`src/sv/scfg_pkg.sv`:
```
// Shared types, constants and a helper function for the sinc FIR coefficient generator.
package scfg_pkg;

	localparam int MAX_TAPS_DEF        = 63;
	localparam int COEFF_FRAC_BITS_DEF = 30;
	localparam int CORDIC_STEPS        = 30;
	localparam logic [31:0] CORDIC_GAIN_Q30 = 32'd652032874;
	localparam logic [31:0] INV_PI_Q32      = 32'd1367130551;

	// Arctangent of 2^-k in units of 2^-32 of a full turn.
	localparam logic [31:0] ATAN_TURNS [CORDIC_STEPS] = '{
		32'd536870912, 32'd316933406, 32'd167458907, 32'd85004756, 32'd42667331,
		32'd21354465, 32'd10679838, 32'd5340245, 32'd2670163, 32'd1335087,
		32'd667544, 32'd333772, 32'd166886, 32'd83443, 32'd41722, 32'd20861,
		32'd10430, 32'd5215, 32'd2608, 32'd1304, 32'd652, 32'd326, 32'd163,
		32'd81, 32'd41, 32'd20, 32'd10, 32'd5, 32'd3, 32'd1
	};

	typedef enum logic [1:0] {
		ST_OK          = 2'd0,
		ST_BAD_LEN     = 2'd1,
		ST_ZERO_ENERGY = 2'd2
	} status_t;

	typedef struct packed {
		logic        req_type;
		logic [23:0] cutoff_freq;
		logic [23:0] sample_rate;
		logic [5:0]  num_taps;
	} req_t;

	typedef struct packed {
		logic signed [31:0] coeff_value;
		logic [5:0]         tap_index;
		logic               last_tap;
		status_t            status;
	} result_t;

	typedef enum logic [3:0] {
		S_IDLE, S_ERR, S_TAP, S_CDIV, S_RDIV, S_TDIV, S_CORD, S_MUL,
		S_SDIV, S_ACC, S_SQ, S_CHK, S_SQRT, S_RD, S_RDW, S_ODIV
	} state_t;

	// Applies a sign to a magnitude and saturates to the signed 32-bit range.
	function automatic logic [31:0] sat_mag(input logic neg, input logic [63:0] q);
		logic [31:0] r;
		if (neg) begin
			if (q > 64'h0000_0000_8000_0000) r = 32'h8000_0000;
			else r = ~q[31:0] + 32'd1;
		end else begin
			if (q > 64'h0000_0000_7FFF_FFFF) r = 32'h7FFF_FFFF;
			else r = q[31:0];
		end
		return r;
	endfunction

endpackage

```
`src/sv/scfg_tapmem.sv`:
```
// Raw tap store: one write port and one registered read port.
module scfg_tapmem import scfg_pkg::*; #(
	parameter int DEPTH = MAX_TAPS_DEF,
	parameter int AW    = 6
) (
	input  logic          clk,
	input  logic          we,
	input  logic [AW-1:0] waddr,
	input  logic [31:0]   wdata,
	input  logic          re,
	input  logic [AW-1:0] raddr,
	output logic [31:0]   rdata
);

	logic [31:0] mem_q [DEPTH];
	logic [31:0] rdata_q;

	// Write port.
	always_ff @(posedge clk) begin
		if (we) mem_q[waddr] <= wdata;
	end

	// Registered read port.
	always_ff @(posedge clk) begin
		if (re) rdata_q <= mem_q[raddr];
	end

	assign rdata = rdata_q;

endmodule

```
`config.mk`:
```
export PLATFORM = sky130hd
export DESIGN_NAME = scfg_tapmem
export DESIGN_NICKNAME = d
export VERILOG_FILES = /design/src/sv/scfg_pkg.sv /design/src/sv/scfg_tapmem.sv
export SDC_FILE = /design/constraint.sdc
export NUM_CORES = 2
export LEC_CHECK = 0
export ABC_AREA = 1
export BUFFER_PORTS_ARGS = -buffer_cell sky130_fd_sc_hd__buf_2
export CAP_MARGIN = 5
export CORE_AREA = 2 2 389 391
export CTS_BUF_LIST = sky130_fd_sc_hd__clkbuf_8
export CTS_CLUSTER_DIAMETER = 120
export DETAILED_ROUTE_END_ITERATION = 16
export DIE_AREA = 0 0 391 393
export PLACE_DENSITY = 0.68
export SYNTH_ARGS = -nofsm -noshare
export SYNTH_HDL_FRONTEND = slang
export SYNTH_SLANG_ARGS = --single-unit
```
`constraint.sdc`:
```
create_clock -name clk -period 5.4 [get_ports clk]
set_input_delay 0.54 -clock clk [delete_from_list [all_inputs] [get_ports clk]]
set_output_delay 0.54 -clock clk [all_outputs]
set_load 0.1 [all_outputs]
```
# ---- Word-level counts from Yosys, hierarchy flattened
# Memories as Yosys holds them, arrays and structs flattened. A register that Yosys moved wholly into a read port is not among the register bits.
# Index checks and enable logic that the tools add are counted.
dict set report classes {
  n_mux 2
}
# cell n
set op_table {}
lappend op_table {{1-bit two-way mux} 2}
dict set report word_totals {
  mem_count 1
  ff_bits 0
  inputBits 47
  out_inout_bits 32
  mem_bits_rw 2016
}
# name depth width read_ports rd_ports_with_merged_regs wr line
set memory_table {}
lappend memory_table {mem_q 63 32 1 1 1 scfg_tapmem.sv:15} ;# logic [31:0] mem_q [DEPTH];

# ---- Depth between registers and ports, before layout
dict set report logic_depth {
  ltp_word 2
  mapped_depth 12
  mapped_depth_nobuf 9
}

# ---- Worst setup path after synthesis
# Ideal clock, no wire load.
dict set report synth_timing {
  path_type {input-to-reg}
  startpoint {in we}
  endpoint {mem mem_q[32][0], enable pin}
  required_ns 4.898
  path_stages 3
  t_arrival_ns 4.168
  path_slack_ns 0.730
  n_path_buf 1
  path_cell_list {clkbuf_1 > nand4_1 > nor4_1}
}
dict set report synth_via {
  elab_chain_len 2
}
# item line
set synth_lines {}
lappend synth_lines {{start: declaration} scfg_tapmem.sv:7} ;# input logic we,
lappend synth_lines {{1-bit two-way mux} scfg_tapmem.sv:20} ;# if (we) mem_q[waddr] <= wdata;
lappend synth_lines {{1-bit two-way mux (implied by the code)} scfg_tapmem.sv:20}
lappend synth_lines {{end: declaration} scfg_tapmem.sv:15}
# Every way passes these cells.

# ---- Worst setup path after layout
dict set report layout_timing {
  startpoint {reg rdata_q[30] (netlist: rdata[30]) (read register of mem_q)}
  endpoint {out rdata[30]}
}
# item line
set layout_lines {}
lappend layout_lines {{start: declaration} scfg_tapmem.sv:16} ;# logic [31:0] rdata_q;
lappend layout_lines {{end: declaration} scfg_tapmem.sv:12} ;# output logic [31:0] rdata
# No word-level cell between the ends.

==> run summary <==
status: complete, no violations
WHS: 0.1125 ns
first-pass GRT wire length: 334,800 µm
largest family of logic cells by synthesized area: simple AND/OR/NAND/NOR gates
worst hold path cell count: 1
vias in the first global route: 51.15k
fmax: 368.0 MHz
Mapped Cells: 6,696
Slew HR: 0.1068
R2R Path End: rdata[9]
# fillers: 11.63k
Initial Util: 0.5482
Slew Viols, Final: 0
Post-Syn Area: 81,820 µm²
H-tree depth: 5
crit-path cells: buf_2
row count: 142
CTS Sinks: 2,048
mux contribution to synthesized area: 0
Synth Area in Simple Gates: 0.2211
register area share after synthesis: 0.7517
Synth top cells by count: 2,214 x nand2_1, 2,048 x edfxtp_1, 1,844 x nand3_1
synth-to-layout area growth: 9.853%
worst-skew pair later-pin latency: 1.04 ns
#FFs+latches synth: 2,048
Avg Cell Area, Syn: 12.22 µm²
CTS max path bufs: 4
setup_tns: 0 ns
Synth area leader: edfxtp_1
routability cong.: 0.8340
Detail Placement HPWL: 121,700 µm
Worst Hold Path EP: mem_q[14][10]
Buf/Inv on CP: 1
yosys warns: 0
FF/Latch Area: 61,500 µm²
GR Util All Layers: 0.2974
critical path fanouts, max: 1
chip height: 393 µm
Crit Path Class: flop to output port
I/O Buffers: 78
Num CTS Buffers: 338
Root Driver: clkbuf_8
DR pass1 iterations: 5
max-cap violations: 0
initial antenna violation count: 21
Final nets: 6,832
Post-synth EDFFs: 2,048
Worst-path clk slew: 0.06 ns
DRT antenna net count: 0
top post-synthesis cells by area: edfxtp_1 75%, nand3_1 11%, nand2_1 10%, buf_2 1.8%, nor2_1 0.55%
Iteration-0 DRC Markers: 7,368
count leader, synth: nand2_1
Crit-path slowest cell: edfxtp_1
area of the multi-input gates: 18,560 µm²
adder-cell share of the synthesized area: 0
num ports: 79
Post-CTS Setup Bufs: 0
max incr delay on CP: 0.59 ns
period utilization: 0.5032
final clock skew: 0.06552 ns
endpoints failing setup: 0
Worst Reg-to-Reg Cells: 8
WP data required: 4.86 ns
Worst Path Arrival: 2.18 ns
CP Capture Type: output port
Synth Area in XOR/XNOR: 0
Worst setup SP type: flop
via count: 53.94k
Die ar.: 153,700 µm²
Least-Margin Pin Slew: 1.337 ns
Power Dens Cells: 354.1 nW/µm²
Top Family by Delay on Critical Path: flip-flops
via-per-instance ratio: 6.024
Post-synth ARST share: 0
gr ovfl total: 0
DRC viols: 0
Core ar.: 149,200 µm²
leakage: 31.86 nW
share of layout cells above drive strength 1: 0.08955
pin count of the biggest net entering global routing: 177
routed wire length: 228,900 µm
Worst Hold Launch: wdata[10]
unrepaired setup endpoints after global routing: no
R2R setup slack: 3.60 ns
die width: 391 µm
Mapped Nets: 6,743
worst r2r src: mem_q[13][9]
Tmin final: 2.717 ns
post-synthesis compound-gate area fraction: 0
Final Hold Vio Count: 0
Hold WC Path Type: input port to flop
CTS tree: yes
worst vdd ir: 0.2937 mV
Top FF cell, synth: edfxtp_1
top-area cell type share of the netlist area: 0.7517
Synth cell types: 12
DR WL/cell: 25.56 µm
-- metrics by stage --
step	power [mW]	setup slack [ns]	utilization	cell area, µm²	cells
2_1_floorplan	19.24	0.7300	-	81820	6696
3_3_place_gp	20.16	1.798	0.5639	84150	8386
3_5_place_dp	20.19	1.721	0.5639	84150	8386
4_1_cts	31.88	2.653	0.6021	89860	8946
5_1_grt	32.76	2.662	0.6022	89870	8949
6_report	31.82	2.683	0.6022	89880	8954
-- worst reg2reg max path, stage by stage (launching register included) --
cell	delay [ns]
edfxtp_1	0.35
nand2_1	0.07
nand3_1	0.12
nand3_1	0.19
nand3_1	0.15
nand3_1	0.29
nand2_1	0.09
nand2_1	0.20
nand2_1	0.08
-- repair_timing --
| item | CTS | global route |
|---|---|---|
| endpoints found under the setup margin | 0 | 0 |
| resized for setup | 0 | 0 |
| endpoints found under the hold margin | 37 | 0 |
| hold buffers | 3 | 0 |
-- cells by family (layout without fill, tap and decap cells) --
logic type             count (synthesis)  after routing
AND/OR/NAND/NOR                     4194           4194
flip-flops                          2048           2048
buffers and inverters                454            760
other                                  0              8
-- final cells by class --
class,count,share of cell area
antenna,8,0.0002227
clock buffer,346,0.05298
clock inverter,211,0.01020
inverter,12,0.0008213
multi-input combinational,4194,0.2064
sequential,2048,0.6842
tap,1944,0.02706
timing repair buffer,191,0.01803
-- state kept, by name, summed over array words and instances (netlist names) --
signal	cells
mem_q	2016
rdata	32
-- cells in the final DEF, fill, tap and decap left out --
master         synthesis  layout
nand2_1             2214    2214
edfxtp_1            2048    2048
nand3_1             1844    1844
clkbuf_8               0     346
inv_1                  8     117
buf_4                 41      95
clkinv_1               0      76
nor2_1               119      64
buf_2                295      64
nor2_4                 0      55
buf_12                 0      25
clkinv_2               0      16
nand4_1                9       9
diode_2                0       8
nor4_2                 0       8
clkinvlp_4             0       6
inv_8                  0       3
bufinv_16              0       3
dlygate4sd3_1          0       3
buf_8                  0       3
inv_6                  0       2
buf_6                  0       1
-- layer usage --
metal  up-vias  track usage  share of wire
met5         -            0        0.00048
met4        18       0.1130          0.038
met3       463      0.07013           0.11
met2      3053       0.4531           0.46
met1     26370       0.4193           0.40
li1      24040            -              -
-- where the power goes --
part	internal (mW)	total, mW	switching (mW)
clock	6.02	11.9	5.91
sequential	17.6	17.7	0.0596
combinational	0.466	2.20	1.73
-- worst max path at each step --
stage / startpoint / end / cells past startpoint
5_1_grt: rdata[30] / rdata[30] / 1
3_5_place_dp: waddr[2] / mem_q[26][2] / 5
4_1_cts: rdata[30] / rdata[30] / 1
6_report: rdata[30] / rdata[30] / 1
3_3_place_gp: waddr[2] / mem_q[40][4] / 4
2_1_floorplan: we / mem_q[32][0] / 3
Power figures use the tool's default switching activity.
