## config.mk

```make
export PLATFORM = sky130hd
export DESIGN_NAME = scfg_isqrt
export DESIGN_NICKNAME = d
export VERILOG_FILES = /design/src/sv/scfg_pkg.sv /design/src/sv/scfg_isqrt.sv
export SDC_FILE = /design/constraint.sdc
export NUM_CORES = 1
export LEC_CHECK = 0
export BUFFER_PORTS_ARGS = -buffer_cell sky130_fd_sc_hd__buf_2
export CORE_UTILIZATION = 64
export CTS_BUF_LIST = sky130_fd_sc_hd__clkbuf_2 sky130_fd_sc_hd__clkbuf_4 sky130_fd_sc_hd__clkbuf_8
export CTS_CLUSTER_DIAMETER = 150
export DETAILED_ROUTE_END_ITERATION = 12
export PLACE_DENSITY = 0.88
export SLEW_MARGIN = 25
export SYNTH_ARGS = -nofsm -noshare
export SYNTH_HDL_FRONTEND = slang
export SYNTH_SLANG_ARGS = --single-unit
```

## constraint.sdc

```tcl
create_clock -name clk -period 13.3 [get_ports clk]
set_clock_uncertainty 0.1 [all_clocks]
set_input_delay 0.665 -clock clk [delete_from_list [all_inputs] [get_ports clk]]
set_output_delay 0.665 -clock clk [all_outputs]
set_load 0.05 [all_outputs]
```

## src/sv/scfg_pkg.sv

```systemverilog
// Shared types, constants and a helper function for the sinc FIR coefficient generator.
package scfg_pkg;

	localparam int MAX_TAPS_DEF        = 63;
	localparam int COEFF_FRAC_BITS_DEF = 30;
	localparam int CORDIC_STEPS        = 30;
	localparam logic [31:0] CORDIC_GAIN_Q30 = 32'd652032874;
	localparam logic [31:0] INV_PI_Q32      = 32'd1367130551;

	// Arctangent of 2^-k in units of 2^-32 of a full turn.
	localparam logic [31:0] ATAN_TURNS [CORDIC_STEPS] = '{
		32'd536870912, 32'd316933406, 32'd167458907, 32'd85004756, 32'd42667331,
		32'd21354465, 32'd10679838, 32'd5340245, 32'd2670163, 32'd1335087,
		32'd667544, 32'd333772, 32'd166886, 32'd83443, 32'd41722, 32'd20861,
		32'd10430, 32'd5215, 32'd2608, 32'd1304, 32'd652, 32'd326, 32'd163,
		32'd81, 32'd41, 32'd20, 32'd10, 32'd5, 32'd3, 32'd1
	};

	typedef enum logic [1:0] {
		ST_OK          = 2'd0,
		ST_BAD_LEN     = 2'd1,
		ST_ZERO_ENERGY = 2'd2
	} status_t;

	typedef struct packed {
		logic        req_type;
		logic [23:0] cutoff_freq;
		logic [23:0] sample_rate;
		logic [5:0]  num_taps;
	} req_t;

	typedef struct packed {
		logic signed [31:0] coeff_value;
		logic [5:0]         tap_index;
		logic               last_tap;
		status_t            status;
	} result_t;

	typedef enum logic [3:0] {
		S_IDLE, S_ERR, S_TAP, S_CDIV, S_RDIV, S_TDIV, S_CORD, S_MUL,
		S_SDIV, S_ACC, S_SQ, S_CHK, S_SQRT, S_RD, S_RDW, S_ODIV
	} state_t;

	// Applies a sign to a magnitude and saturates to the signed 32-bit range.
	function automatic logic [31:0] sat_mag(input logic neg, input logic [63:0] q);
		logic [31:0] r;
		if (neg) begin
			if (q > 64'h0000_0000_8000_0000) r = 32'h8000_0000;
			else r = ~q[31:0] + 32'd1;
		end else begin
			if (q > 64'h0000_0000_7FFF_FFFF) r = 32'h7FFF_FFFF;
			else r = q[31:0];
		end
		return r;
	endfunction

endpackage

```

## src/sv/scfg_isqrt.sv

```systemverilog
// Iterative integer square root of a 64-bit value, two radicand bits per cycle.
module scfg_isqrt import scfg_pkg::*; (
	input  logic        clk,
	input  logic        arst_n,
	input  logic        start,
	input  logic [63:0] radicand,
	output logic        done,
	output logic [31:0] root
);

	logic        busy_q, done_q;
	logic [4:0]  cnt_q;
	logic [63:0] x_q, res_q, bit_q, trial;

	assign trial = res_q + bit_q;

	// Control: 32 steps and completion pulse.
	always_ff @(posedge clk or negedge arst_n) begin
		if (!arst_n) begin
			busy_q <= 1'b0;
			done_q <= 1'b0;
			cnt_q  <= '0;
		end else begin
			done_q <= 1'b0;
			if (start) begin
				busy_q <= 1'b1;
				cnt_q  <= '0;
			end else if (busy_q) begin
				cnt_q <= cnt_q + 5'd1;
				if (cnt_q == 5'd31) begin
					busy_q <= 1'b0;
					done_q <= 1'b1;
				end
			end
		end
	end

	// Datapath: digit-by-digit root; leading steps with a too-large bit leave zero.
	always_ff @(posedge clk) begin
		if (start) begin
			x_q   <= radicand;
			res_q <= '0;
			bit_q <= 64'h4000_0000_0000_0000;
		end else if (busy_q) begin
			if (x_q >= trial) begin
				x_q   <= x_q - trial;
				res_q <= (res_q >> 1) + bit_q;
			end else begin
				res_q <= res_q >> 1;
			end
			bit_q <= bit_q >> 2;
		end
	end

	assign done = done_q;
	assign root = res_q[31:0];

endmodule

```

==> Word level (Yosys, flattened, before mapping) <==
Index checks and enable logic that the tools add are counted.
W data, S select, Z words.
{ "totals": {"ff_bits": 167, "in_bits": 67, "output_inout_bits": 33, "word_cells": 27} }
{ "op_classes": {"n_addsub": 4, "n_lt_le_gt_ge": 1, "n_eq_ne": 1, "mux": 12, "reduce_logical": 3} }
{ "op_table": {"columns": ["op", "count"], "rows": [
  ["$mux W64", 4],
  ["$add A63 B63 Y64", 1],
  ["$add A64 B63 Y64", 1],
  ["$ge A64 B64 Y1", 1],
  ["$sub A64 B64 Y64", 1],
  ["$mux W5", 2],
  ["$mux W1", 6],
  ["$add A5 B1 Y5 const B", 1],
  ["$eq A5 B5 Y1 const B", 1],
  ["$reduce_bool A2 Y1", 2],
  ["$reduce_and A2 Y1", 1]
]} }

==> Longest topological paths before layout <==
{ "logic_depth": {"ltp_word": 5, "ltp_mapped": 25} }

==> Worst setup path before layout <==
No wires, ideal clock.
{ "synth_timing": {"kind": "register -> register", "from": "register res_q[4]", "to": "register x_q[0], enable pin", "arrival_time_ns": 9.065, "setup_slack_ns": 3.561, "stages_incl_launch_ff": 22, "path_buffers": 4, "cell_sequence": "dfxtp_1 ha_1 a21oi_1 or4b_1 a2111oi_2 o21ai_0 a211o_1 a31oi_1 o211a_1 o21ai_1 xor2_1 ha_1 clkbuf_1 nand4_1 nand3b_1 nand3b_1 nand3_1 clkbuf_1 nor2_2 buf_2 buf_2 o21ai_0"} }
{ "synth_between": {"elab_chain_len": 4} }
{ "synth_lines": {"columns": ["item", "line", "text"], "rows": [
  ["start: declaration", "scfg_isqrt.sv:13", "logic [63:0] x_q, res_q, bit_q, trial;"],
  ["start signal: assignment", "scfg_isqrt.sv:47", "res_q <= (res_q >> 1) + bit_q;"],
  ["start signal: assignment", "scfg_isqrt.sv:49", "res_q <= res_q >> 1;"],
  ["$add A64 B63 Y64", "scfg_isqrt.sv:15", "assign trial = res_q + bit_q;"],
  ["$ge A64 B64 Y1", "scfg_isqrt.sv:45", "if (x_q >= trial) begin"],
  ["$reduce_bool A2 Y1 (no source line)", null, null],
  ["$reduce_and A2 Y1 (no source line)", null, null],
  ["end signal: assignment", "scfg_isqrt.sv:41", "x_q <= radicand;"],
  ["end signal: assignment", "scfg_isqrt.sv:46", "x_q <= x_q - trial;"],
  ["end: declaration", "scfg_isqrt.sv:13", null]
]} }
No other way between the ends.
A chain may end at the register's enable or synchronous reset.

==> Worst setup path in the final report <==
{ "layout_timing": {"from": "register res_q[2]", "to": "register x_q[32], enable pin"} }
The elaborated chain is that of the path after synthesis.

==> results.tsv <==
metric	value	unit
slew-limit-headroom	37.0	%
grt_pass1_vias	15200	
wire_per_inst	19.9	µm
p_clk_share	10.7	%
final_max_slew_viol_count	0	
critPathMaxStageDelay	0.75	ns
p_per_area	209	nW/µm²
io_pins	100	
insertion_delay	0.50	ns
layout-drive-gt1-share	9.13	%
drc_errors	0	
synth-seq-cells	167	
fin_util	68.5	%
die_w	161	µm
syn_nets	2272	
fin_area	16800	µm²
cp.required	13.31	ns
status	complete, no violations	
tightest_slew	0.945	ns
hold_viol	0	
num_rows	57	
grt_usage	36.5	%
p_switching	1810	µW
netlist_area	16200	µm²
grt_overflow	0	
crit_path_end_kind	flip-flop	
grt_pass1_wl	76.8	mm
port_buffers	99	
internal-power	1710	µW
p_leak	0.00674	µW
worstPathMaxFanout	64	
max_cap_viol_count	0	
ys_async_sr_fraction	4.19	%
core_area	24500	µm²
yosysSeqAreaShare	24.8	%
clockBufferDepth	2	
dp_hpwl	35.2	mm
yosysMostFrequentCell	nand2_1	
diodes	0	
power_frac_seq	24.8	%
fillCellCount	2072	
switching_share	51.4	%
gp_congestion	1.07	
initial_core_util	65.9	%
finalPower	3520	µW
ys.flop_type	dfxtp_1	
yosys_warnings	0	
numCtsBuffers	17	
cp-start-kind	flip-flop	
cp.arrival	7.30	ns
yosys.area.top_type	dfxtp_1	
area_delta_synth_final	3.91	%
power_frac_comb	64.4	%
worstSetupPathType	flip-flop to flip-flop	
crit_start	res_q[2]	
tritoncts	yes	
syn_area_per_cell	7.81	µm²
layout_min_cycle_time	7.29	ns
path_clk_slew	0.11	ns
cp_common_cell	buf_4	
cp.buffers_inverters	3	
min_from	radicand[53]	
first_pass_iters	8	
root_buffer	clkbuf_8	
tns	0	ns
routed_wl	47.4	mm
cts.sinks	167	
clock_tree.htree_level_count	4	
yosysTopAreaCellShare	11.9	%
setup_viol	0	
fin_nets	2246	
crit_path_top_delay_cell	a2111oi_0	
cpLargestDelayFamily	compound AO/OA/AOI/OAI gates	
vias	16300	
min_path_type	primary input to flip-flop	
die-area	25900	µm²
antenna_found_initial	0	
rsz0062_at_grt	no	
peakVddDrop	0.144	mV
r2r_start	res_q[2]	
period_share	54.8	%
ys_top_cells_by_area	dfxtp_1 (12%), edfxtp_1 (12%), ha_1 (10%)	
dpl_cell_area	16400	µm²
syn_inst	2072	
fmax	137	MHz
synth_common_cells	nand2_1 (229), o21ai_0 (197), nor2_1 (177)	
synth_cell_type_count	90	
grt_max_degree	93	
die_h	161	µm
vias_per_cell	6.83	
drtIter0Drc	1894	
ant_nets	0	
path_cells	ha_1 > a31oi_1 > a2111oi_0 > o21ai_0 > nand3_1 > a41oi_1 > nor3_1 > nor3_1 > o31ai_1 > xnor2_1 > ha_1 > nand2_1 > nor2_1 > nand3b_1 > nand3b_1 > a221oi_2 > buf_4 > nor2_4 > buf_4 > o21ai_4 > buf_4	
synth-edff-count	64	
post_cts_buffers	0	
## worst min-delay path, cell delays in order
cell	delay [ns]
buf_2	0.07
nand2_1	0.04
o21ai_0	0.05
## path summary, 6_finish.rpt
path	to	slack, ns	cells past startpoint
max	x_q[32]	6.01	21
min	x_q[53]	0.33	3
max reg2reg	x_q[32]	6.01	21
min reg2reg	res_q[0]	0.42	2
max in group asynchronous	busy_q	12.51	2
min in group asynchronous	cnt_q[2]	0.42	2
## final cells by class
cell class | count | area, µm² | area share, %
Clock inverter | 14 | 139 | 0.826
Inverter | 55 | 206 | 1.23
Tap cell | 324 | 405 | 2.41
Multi-Input combinational cell | 1696 | 11200 | 66.7
Sequential cell | 167 | 4020 | 23.9
Timing Repair Buffer | 109 | 579 | 3.45
Clock buffer | 18 | 241 | 1.44
## power by group through the flow
stage | Clock (µW) | Combinational [µW] | Sequential [µW]
floorplan | 0 | 1760 | 819
global placement | 0 | 2130 | 872
detailed placement | 0 | 2180 | 876
CTS | 376 | 2200 | 865
global route | 396 | 2470 | 884
finish | 378 | 2270 | 874
## logic make-up after synthesis
kind of cell | Yosys count | synth area share (%)
and+or+nand+nor | 666 | 19.2
xor gates and xnor gates | 141 | 7.63
DFF | 167 | 24.8
AOI/OAI and AO/OA | 698 | 28.4
buffers and inverters | 209 | 5.92
adders and majority gates | 133 | 10.3
muxes | 58 | 3.64
## repair_timing
| item | CTS | global route |
|---|---|---|
| hold buffers | 1 | 0 |
| gates resized for setup | 0 | 0 |
| hold endpoints to repair | 7 | 0 |
## metrics by stage
step	worst slack [ns]	cells	hold slack [ns]
global placement	6.15	2350	0.388
detailed placement	6.27	2350	0.403
floorplan	3.56	2072	0.269
finish	6.01	2383	0.334
CTS	6.21	2383	0.334
global route	5.49	2383	0.339
## sequential cells by signal, indices dropped and copies added (netlist names)
| register | cells |
|---|---|
| x_q | 64 |
| busy_q | 1 |
| res_q | 64 |
| bit_q | 32 |
| cnt_q | 5 |
| done | 1 |
## placed cells by master, fill, tap and decap left out, types with 8 or more instances in the layout
cell type / synthesis / layout
a211oi_1: 43 / 43
a21boi_0: 9 / 9
a21o_1: 49 / 49
a21oi_1: 123 / 123
a221oi_1: 17 / 17
a311oi_1: 19 / 19
a31o_2: 15 / 15
a31oi_1: 59 / 59
a41oi_1: 8 / 8
and2_1: 15 / 15
and3_1: 19 / 19
buf_2: 9 / 98
buf_4: 36 / 9
clkbuf_8: 0 / 17
dfxtp_1: 96 / 96
edfxtp_1: 64 / 64
ha_1: 132 / 132
inv_1: 54 / 54
mux2i_1: 51 / 51
nand2_1: 229 / 229
nand3_1: 53 / 53
nand4_1: 52 / 52
nor2_1: 177 / 177
nor2b_1: 11 / 11
nor3_1: 37 / 37
nor4_1: 12 / 12
o211ai_1: 12 / 12
o21a_1: 15 / 15
o21ai_0: 197 / 196
o21bai_1: 28 / 28
o31ai_1: 24 / 24
or3_1: 17 / 17
xnor2_1: 72 / 72
xor2_1: 69 / 69
## per-layer routing
layer,vias to the layer above,wire length [µm],GRT usage [%],share of wire (%)
met2,976,20600,57.1,44
met3,128,4710,6.75,9.9
met4,0,1640,14.4,3.5
li1,7656,-,-,-
met5,-,0,0,0
met1,7507,20400,49.8,43
(Power assumes the default switching activity.)
