`src/sv/scfg_pkg.sv`:
```
// Shared types, constants and a helper function for the sinc FIR coefficient generator.
package scfg_pkg;

	localparam int MAX_TAPS_DEF        = 63;
	localparam int COEFF_FRAC_BITS_DEF = 30;
	localparam int CORDIC_STEPS        = 30;
	localparam logic [31:0] CORDIC_GAIN_Q30 = 32'd652032874;
	localparam logic [31:0] INV_PI_Q32      = 32'd1367130551;

	// Arctangent of 2^-k in units of 2^-32 of a full turn.
	localparam logic [31:0] ATAN_TURNS [CORDIC_STEPS] = '{
		32'd536870912, 32'd316933406, 32'd167458907, 32'd85004756, 32'd42667331,
		32'd21354465, 32'd10679838, 32'd5340245, 32'd2670163, 32'd1335087,
		32'd667544, 32'd333772, 32'd166886, 32'd83443, 32'd41722, 32'd20861,
		32'd10430, 32'd5215, 32'd2608, 32'd1304, 32'd652, 32'd326, 32'd163,
		32'd81, 32'd41, 32'd20, 32'd10, 32'd5, 32'd3, 32'd1
	};

	typedef enum logic [1:0] {
		ST_OK          = 2'd0,
		ST_BAD_LEN     = 2'd1,
		ST_ZERO_ENERGY = 2'd2
	} status_t;

	typedef struct packed {
		logic        req_type;
		logic [23:0] cutoff_freq;
		logic [23:0] sample_rate;
		logic [5:0]  num_taps;
	} req_t;

	typedef struct packed {
		logic signed [31:0] coeff_value;
		logic [5:0]         tap_index;
		logic               last_tap;
		status_t            status;
	} result_t;

	typedef enum logic [3:0] {
		S_IDLE, S_ERR, S_TAP, S_CDIV, S_RDIV, S_TDIV, S_CORD, S_MUL,
		S_SDIV, S_ACC, S_SQ, S_CHK, S_SQRT, S_RD, S_RDW, S_ODIV
	} state_t;

	// Applies a sign to a magnitude and saturates to the signed 32-bit range.
	function automatic logic [31:0] sat_mag(input logic neg, input logic [63:0] q);
		logic [31:0] r;
		if (neg) begin
			if (q > 64'h0000_0000_8000_0000) r = 32'h8000_0000;
			else r = ~q[31:0] + 32'd1;
		end else begin
			if (q > 64'h0000_0000_7FFF_FFFF) r = 32'h7FFF_FFFF;
			else r = q[31:0];
		end
		return r;
	endfunction

endpackage

```
`src/sv/scfg_divider.sv`:
```
// Shared restoring divider for 64-bit unsigned operands, one quotient bit per cycle.
module scfg_divider import scfg_pkg::*; (
	input  logic        clk,
	input  logic        arst_n,
	input  logic        start,
	input  logic [63:0] num,
	input  logic [63:0] den,
	output logic        done,
	output logic [63:0] quot,
	output logic [63:0] rem
);

	logic        busy_q, done_q;
	logic [5:0]  cnt_q;
	logic [63:0] rem_q, quot_q, den_q;
	logic [64:0] trial;
	logic        fits;

	// One restoring step: shift in the next numerator bit and try a subtraction.
	always_comb begin
		trial = {rem_q, quot_q[63]};
		fits  = trial >= {1'b0, den_q};
	end

	// Control: iteration count and completion pulse.
	always_ff @(posedge clk or negedge arst_n) begin
		if (!arst_n) begin
			busy_q <= 1'b0;
			done_q <= 1'b0;
			cnt_q  <= '0;
		end else begin
			done_q <= 1'b0;
			if (start) begin
				busy_q <= 1'b1;
				cnt_q  <= '0;
			end else if (busy_q) begin
				cnt_q <= cnt_q + 6'd1;
				if (cnt_q == 6'd63) begin
					busy_q <= 1'b0;
					done_q <= 1'b1;
				end
			end
		end
	end

	// Datapath: partial remainder and quotient shift register.
	always_ff @(posedge clk) begin
		if (start) begin
			rem_q  <= '0;
			quot_q <= num;
			den_q  <= den;
		end else if (busy_q) begin
			rem_q  <= fits ? 64'(trial - {1'b0, den_q}) : trial[63:0];
			quot_q <= {quot_q[62:0], fits};
		end
	end

	assign done = done_q;
	assign quot = quot_q;
	assign rem  = rem_q;

endmodule

```
`config.mk`:
```
export PLATFORM = sky130hd
export DESIGN_NAME = scfg_divider
export DESIGN_NICKNAME = d
export VERILOG_FILES = /design/src/sv/scfg_pkg.sv /design/src/sv/scfg_divider.sv
export SDC_FILE = /design/constraint.sdc
export NUM_CORES = 1
export LEC_CHECK = 0
export BUFFER_PORTS_ARGS = -buffer_cell sky130_fd_sc_hd__buf_2
export CAP_MARGIN = 10
export CORE_MARGIN = 4
export CORE_UTILIZATION = 38
export CTS_BUF_LIST = sky130_fd_sc_hd__clkbuf_8
export DETAILED_ROUTE_END_ITERATION = 10
export REMOVE_ABC_BUFFERS = 1
export SKIP_CTS_REPAIR_TIMING = 1
export SYNTH_ARGS = -nofsm -noshare
export SYNTH_HDL_FRONTEND = slang
export SYNTH_SLANG_ARGS = --single-unit
```
`constraint.sdc`:
```
create_clock -name clk -period 5.7 [get_ports clk]
set_input_delay 1.71 -clock clk [delete_from_list [all_inputs] [get_ports clk]]
set_output_delay 1.71 -clock clk [all_outputs]
set_load 0.05 [all_outputs]
```
### Yosys cells after proc, flatten, opt, wreduce, memory -nomap -nowiden

Cells that the tools add are included.

* bits in registers: 200
* input port bits: 131
* word-level logic and storage cells: 22

* add/sub/neg operators: 2
* order comparisons: 1
* equality and inequality tests: 1
* mux-type cells: 11
* reduce and logical (&&, ||, !) cells: 1

Operator list (count)
* 2-to-1 mux 64 bit: 3
* >= comparator 65 x 64 -> 1 bit: 1
* subtractor 64 bit: 1
* 2-to-1 mux 6 bit: 2
* adder 6 x 1 -> 6 bit (second input constant): 1
* equality test 6 bit (second input constant): 1
* 2-to-1 mux 1 bit: 6
* nonzero test 2 bit: 1

### Longest topological paths before layout

* depth after elaboration: 4
* depth in mapped cells: 15
* mapped depth without buffers: 13

### Least setup slack after synthesis

Ideal clock, no wire load.

* kind: input port to flip-flop
* start: in start
* end: reg quot_q[0], in the netlist quot[0] (enable)
* setup time: 689 ps
* arrival time: 3144 ps
* data required time: 5011 ps
* setup slack: 1868 ps
* stages on the path: 3
* cell sequence: inv_1 -> clkbuf_1 -> nand2_1

* longest elaborated chain between the ends: 1

RTL lines
* from (decl): line scfg_divider.sv:5 `input logic start,`
* nonzero test 2 bit (no source line)
* to (signal assigned): line scfg_divider.sv:50 `quot_q <= num;`
* to (signal assigned): line scfg_divider.sv:54 `quot_q <= {quot_q[62:0], fits};`
* to (decl): line scfg_divider.sv:15 `logic [63:0] rem_q, quot_q, den_q;`

Every way passes these cells.
A chain may end at the register's enable or synchronous reset.

### Final worst setup path

* start: reg rem_q[14], in the netlist rem[14]
* end: reg rem_q[50], in the netlist rem[50]

* longest elaborated chain between the ends: 2
* elaborated cells on any way between the ends: 3
* classes of those cells: add/sub: 1; order compare: 1; mux: 1

RTL lines
* from (decl): line scfg_divider.sv:15
* from (signal assigned): line scfg_divider.sv:53 `rem_q <= fits ? 64'(trial - {1'b0, den_q}) : trial[63:0];`
* subtractor 64 bit or >= comparator 65 x 64 -> 1 bit (tied branches): line scfg_divider.sv:53, scfg_divider.sv:22
* 2-to-1 mux 64 bit (*): line scfg_divider.sv:53

Mark *: on every way between the ends. The rest lies on a longest branch, timed or not.

==> impl_metrics.xml <==
<?xml version="1.0" encoding="UTF-8"?>
<metrics>
  <group name="status">
    <metric name="run_status" unit="">finished clean</metric>
  </group>
  <group name="floorplanning">
    <metric name="fp.coreArea" unit="sq um">32500</metric>
    <metric name="die_area" unit="sq um">35700</metric>
    <metric name="die_x" unit="um">189</metric>
    <metric name="top_level_ports" unit="">260</metric>
    <metric name="start_util" unit="">0.384</metric>
    <metric name="standard_cell_rows" unit="">66</metric>
    <metric name="die_height" unit="um">189</metric>
  </group>
  <group name="sta">
    <metric name="final-hold-violation-count" unit="">0</metric>
    <metric name="setup-violations-final" unit="">0</metric>
    <metric name="worstMarginPinSlew" unit="ns">1.06</metric>
    <metric name="post-route-period-util" unit="">0.766</metric>
    <metric name="timing.fmax" unit="MHz">229</metric>
    <metric name="max-slew-margin-rel" unit="">0.290</metric>
    <metric name="fin_crit" unit="ns">4.37</metric>
    <metric name="sum_of_negative_setup_slack" unit="ns">0</metric>
    <metric name="clock-skew-final" unit="ns">0.0147</metric>
    <metric name="fin_hold_ws" unit="ns">0.521</metric>
    <metric name="worst_slack" unit="ns">1.33</metric>
    <metric name="timing.final.max_slew_violations" unit="">0</metric>
    <metric name="rsz0062_at_grt" unit="">false</metric>
  </group>
  <group name="worst_setup_path">
    <metric name="cp_data_required_time" unit="ns">6.11</metric>
    <metric name="cp_max_fo" unit="">21</metric>
    <metric name="critical_path_class" unit="">reg -&gt; reg</metric>
    <metric name="end_kind" unit="">flip-flop</metric>
    <metric name="critical_path_startpoint_category" unit="">flip-flop</metric>
    <metric name="worstPathArrival" unit="ns">4.78</metric>
  </group>
  <group name="grt">
    <metric name="grt_overflow" unit="">0</metric>
    <metric name="grt_pass1_wl" unit="mm">59.2</metric>
    <metric name="grt_util_all_layers" unit="">0.206</metric>
    <metric name="antenna_found_initial" unit="">5</metric>
    <metric name="grt_pass1_vias" unit="">10735</metric>
    <metric name="grt_max_degree" unit="">114</metric>
  </group>
  <group name="power">
    <metric name="leakage_dissipation" unit="uW">0.00631</metric>
    <metric name="vdd_ir_drop_max" unit="V">0.000291</metric>
    <metric name="p_per_area" unit="nW/um^2">499</metric>
  </group>
  <group name="final_layout">
    <metric name="mostFrequentLayoutCells" unit="">sky130_fd_sc_hd__buf_2 (258), sky130_fd_sc_hd__edfxtp_1 (128), sky130_fd_sc_hd__nor2_1 (121)</metric>
    <metric name="ratio_of_cells_with_drive_above_1_in_the_final_layout" unit="">0.258</metric>
    <metric name="final_nets" unit="">1698</metric>
    <metric name="layout.filler_cells" unit="">3216</metric>
    <metric name="flow.area_growth_from_synthesis" unit="%">16.1</metric>
    <metric name="final_common_cell" unit="">sky130_fd_sc_hd__buf_2</metric>
  </group>
  <group name="hold_path">
    <metric name="worst_hold_path_type" unit="">reg -&gt; reg</metric>
  </group>
  <group name="yosys">
    <metric name="netlist_instances" unit="">1302</metric>
    <metric name="ys_seq_area_frac" unit="">0.428</metric>
    <metric name="edff_count_synth" unit="">128</metric>
    <metric name="avgSynthCellArea" unit="sq um">9.57</metric>
    <metric name="synth-async-reset-ratio" unit="">0.0400</metric>
    <metric name="synth.lib_cells_used.distinct" unit="">73</metric>
    <metric name="netlist_area_before_placement" unit="sq um">12500</metric>
    <metric name="yosysWarnings" unit="">0</metric>
    <metric name="ys_dominant_reg_cell" unit="">sky130_fd_sc_hd__edfxtp_1</metric>
    <metric name="synth.ff_latch_count" unit="">200</metric>
  </group>
  <group name="routing">
    <metric name="dr.first_iter.drc_count" unit="">662</metric>
    <metric name="dr_total_vias" unit="">10847</metric>
    <metric name="drc_markers" unit="">0</metric>
    <metric name="detail-route-antenna-nets" unit="">0</metric>
    <metric name="drt_wl_total" unit="mm">37.4</metric>
    <metric name="drt_first_pass_iters" unit="">5</metric>
    <metric name="drt_wl_cell" unit="um">19.1</metric>
    <metric name="post_drt_via_cell_ratio" unit="">5.54</metric>
  </group>
  <group name="place">
    <metric name="preCtsSetupSlack" unit="ns">1.35</metric>
    <metric name="port_buffer_cells" unit="">259</metric>
    <metric name="dpl.hpwl" unit="mm">27.7</metric>
    <metric name="place.gp.congestion" unit="">0.919</metric>
  </group>
  <group name="clock_tree">
    <metric name="numCtsBuffers" unit="">17</metric>
    <metric name="count_of_clock_tree_sinks" unit="">200</metric>
    <metric name="htree_num_levels" unit="">4</metric>
    <metric name="clock_latency" unit="ns">0.51</metric>
    <metric name="cts-root-to-sink-buffers" unit="">2</metric>
    <metric name="tritoncts" unit="">yes</metric>
    <metric name="clkSlewWorstSetupHoldPaths" unit="ns">0.12</metric>
    <metric name="ctsRootBufferMaster" unit="">sky130_fd_sc_hd__clkbuf_8</metric>
  </group>
  <group name="job">
    <metric name="max_cap_violations" unit="">0</metric>
  </group>
</metrics>
state kept, by name, indices dropped and copies added, names as in the netlist:
| register | count |
|---|---|
| quot | 64 |
| cnt_q | 6 |
| done | 1 |
| rem | 64 |
| den_q | 64 |
| busy_q | 1 |
critical path: stages, from the launching register on:
cell	delay, ns
sky130_fd_sc_hd__dfxtp_1	0.40
sky130_fd_sc_hd__ha_1	0.45
sky130_fd_sc_hd__nand4_1	0.25
sky130_fd_sc_hd__a2111oi_4	0.50
sky130_fd_sc_hd__nand2_2	0.11
sky130_fd_sc_hd__a2111oi_4	0.47
sky130_fd_sc_hd__o211ai_2	0.20
sky130_fd_sc_hd__a2111oi_4	0.50
sky130_fd_sc_hd__o31a_2	0.56
sky130_fd_sc_hd__buf_4	0.36
sky130_fd_sc_hd__nor3_1	0.09
sky130_fd_sc_hd__a2111oi_2	0.37
synthesized netlist by cell type (4+ instances only):
master | count | area, sq um
sky130_fd_sc_hd__a21boi_0 | 7 | 52.6
sky130_fd_sc_hd__nor2_1 | 121 | 454
sky130_fd_sc_hd__mux2_2 | 65 | 732
sky130_fd_sc_hd__a31oi_1 | 11 | 68.8
sky130_fd_sc_hd__nand4_1 | 30 | 188
sky130_fd_sc_hd__o21ai_1 | 49 | 245
sky130_fd_sc_hd__buf_1 | 10 | 37.5
sky130_fd_sc_hd__or3_1 | 7 | 43.8
sky130_fd_sc_hd__nand3_1 | 73 | 365
sky130_fd_sc_hd__o31ai_1 | 5 | 37.5
sky130_fd_sc_hd__nor3_1 | 12 | 60.1
sky130_fd_sc_hd__nand2b_1 | 10 | 62.6
sky130_fd_sc_hd__o21a_1 | 5 | 37.5
sky130_fd_sc_hd__and2_1 | 4 | 25.0
sky130_fd_sc_hd__dfrtp_1 | 8 | 200
sky130_fd_sc_hd__a311oi_1 | 51 | 447
sky130_fd_sc_hd__ha_1 | 65 | 813
sky130_fd_sc_hd__o211ai_1 | 10 | 75.1
sky130_fd_sc_hd__a21oi_1 | 84 | 420
sky130_fd_sc_hd__a221oi_1 | 4 | 35.0
sky130_fd_sc_hd__clkbuf_1 | 60 | 225
sky130_fd_sc_hd__a211oi_1 | 17 | 128
sky130_fd_sc_hd__nor4_1 | 9 | 56.3
sky130_fd_sc_hd__o21bai_1 | 12 | 90.1
sky130_fd_sc_hd__dfxtp_1 | 64 | 1280
sky130_fd_sc_hd__and3_1 | 11 | 68.8
sky130_fd_sc_hd__xor2_1 | 21 | 184
sky130_fd_sc_hd__nor2b_1 | 4 | 25.0
sky130_fd_sc_hd__nand2_1 | 55 | 206
sky130_fd_sc_hd__a21o_1 | 32 | 240
sky130_fd_sc_hd__buf_8 | 5 | 75.1
sky130_fd_sc_hd__xnor2_1 | 39 | 342
sky130_fd_sc_hd__o21ai_0 | 53 | 265
sky130_fd_sc_hd__edfxtp_1 | 128 | 3840
sky130_fd_sc_hd__a2111oi_0 | 4 | 35.0
sky130_fd_sc_hd__buf_2 | 11 | 55.1
sky130_fd_sc_hd__inv_1 | 91 | 342
final timing paths:
path	startpoint	to	slack [ns]	depth (start not counted)
min reg2reg	rem[4]	rem[5]	0.52	2
max in group asynchronous	arst_n	busy_q	4.48	1
min	rem[4]	rem[5]	0.52	2
min in group asynchronous	arst_n	cnt_q[3]	1.01	1
max reg2reg	rem[14]	rem[50]	1.33	11
max	rem[14]	rem[50]	1.33	11
logic make-up (layout without fill, tap and decap cells):
group           count (synthesis)  after routing  synth area share
buf+inv                       180            392            0.0607
compound gates                380            380             0.210
mux                            66             66            0.0596
simple gates                  350            350             0.134
xor+xnor                       60             60            0.0422
fa+ha+maj                      66             66            0.0669
other cells                     0              1                 0
flops                         200            200             0.428
layout make-up:
class | instances | area [sq um] | area share
sequential | 200 | 5330 | 0.369
multi-input combinational | 922 | 6390 | 0.442
clock buffer | 18 | 248 | 0.0171
inverter | 91 | 342 | 0.0236
clock inverter | 14 | 178 | 0.0123
timing repair buffer | 269 | 1420 | 0.0979
antenna | 1 | 2.50 | 0.000173
tap | 442 | 553 | 0.0383
per-stage QoR:
step / util / power, uW / cell area, sq um / cells
2_1_floorplan: - / 5130 / 12000 / 1213
3_3_place_gp: 0.432 / 6210 / 14000 / 1924
3_5_place_dp: 0.432 / 6250 / 14000 / 1924
4_1_cts: 0.445 / 7250 / 14500 / 1956
5_1_grt: 0.445 / 7700 / 14500 / 1956
6_report: 0.445 / 7210 / 14500 / 1957
power breakdown:
group	switching (uW)	internal, uW
sequential	270	1840
combinational	2770	1340
clock	602	384
total	3640	3570
layer usage:
| metal | vias up | global-route usage | wire [um] |
|---|---|---|---|
| li1 | 5236 | - | - |
| met1 | 5163 | 0.268 | 16400 |
| met2 | 381 | 0.330 | 17200 |
| met3 | 59 | 0.0627 | 2760 |
| met4 | 8 | 0.0650 | 1020 |
| met5 | - | 0 | 58 |
No activity file was read; power rests on OpenSTA's default activity.
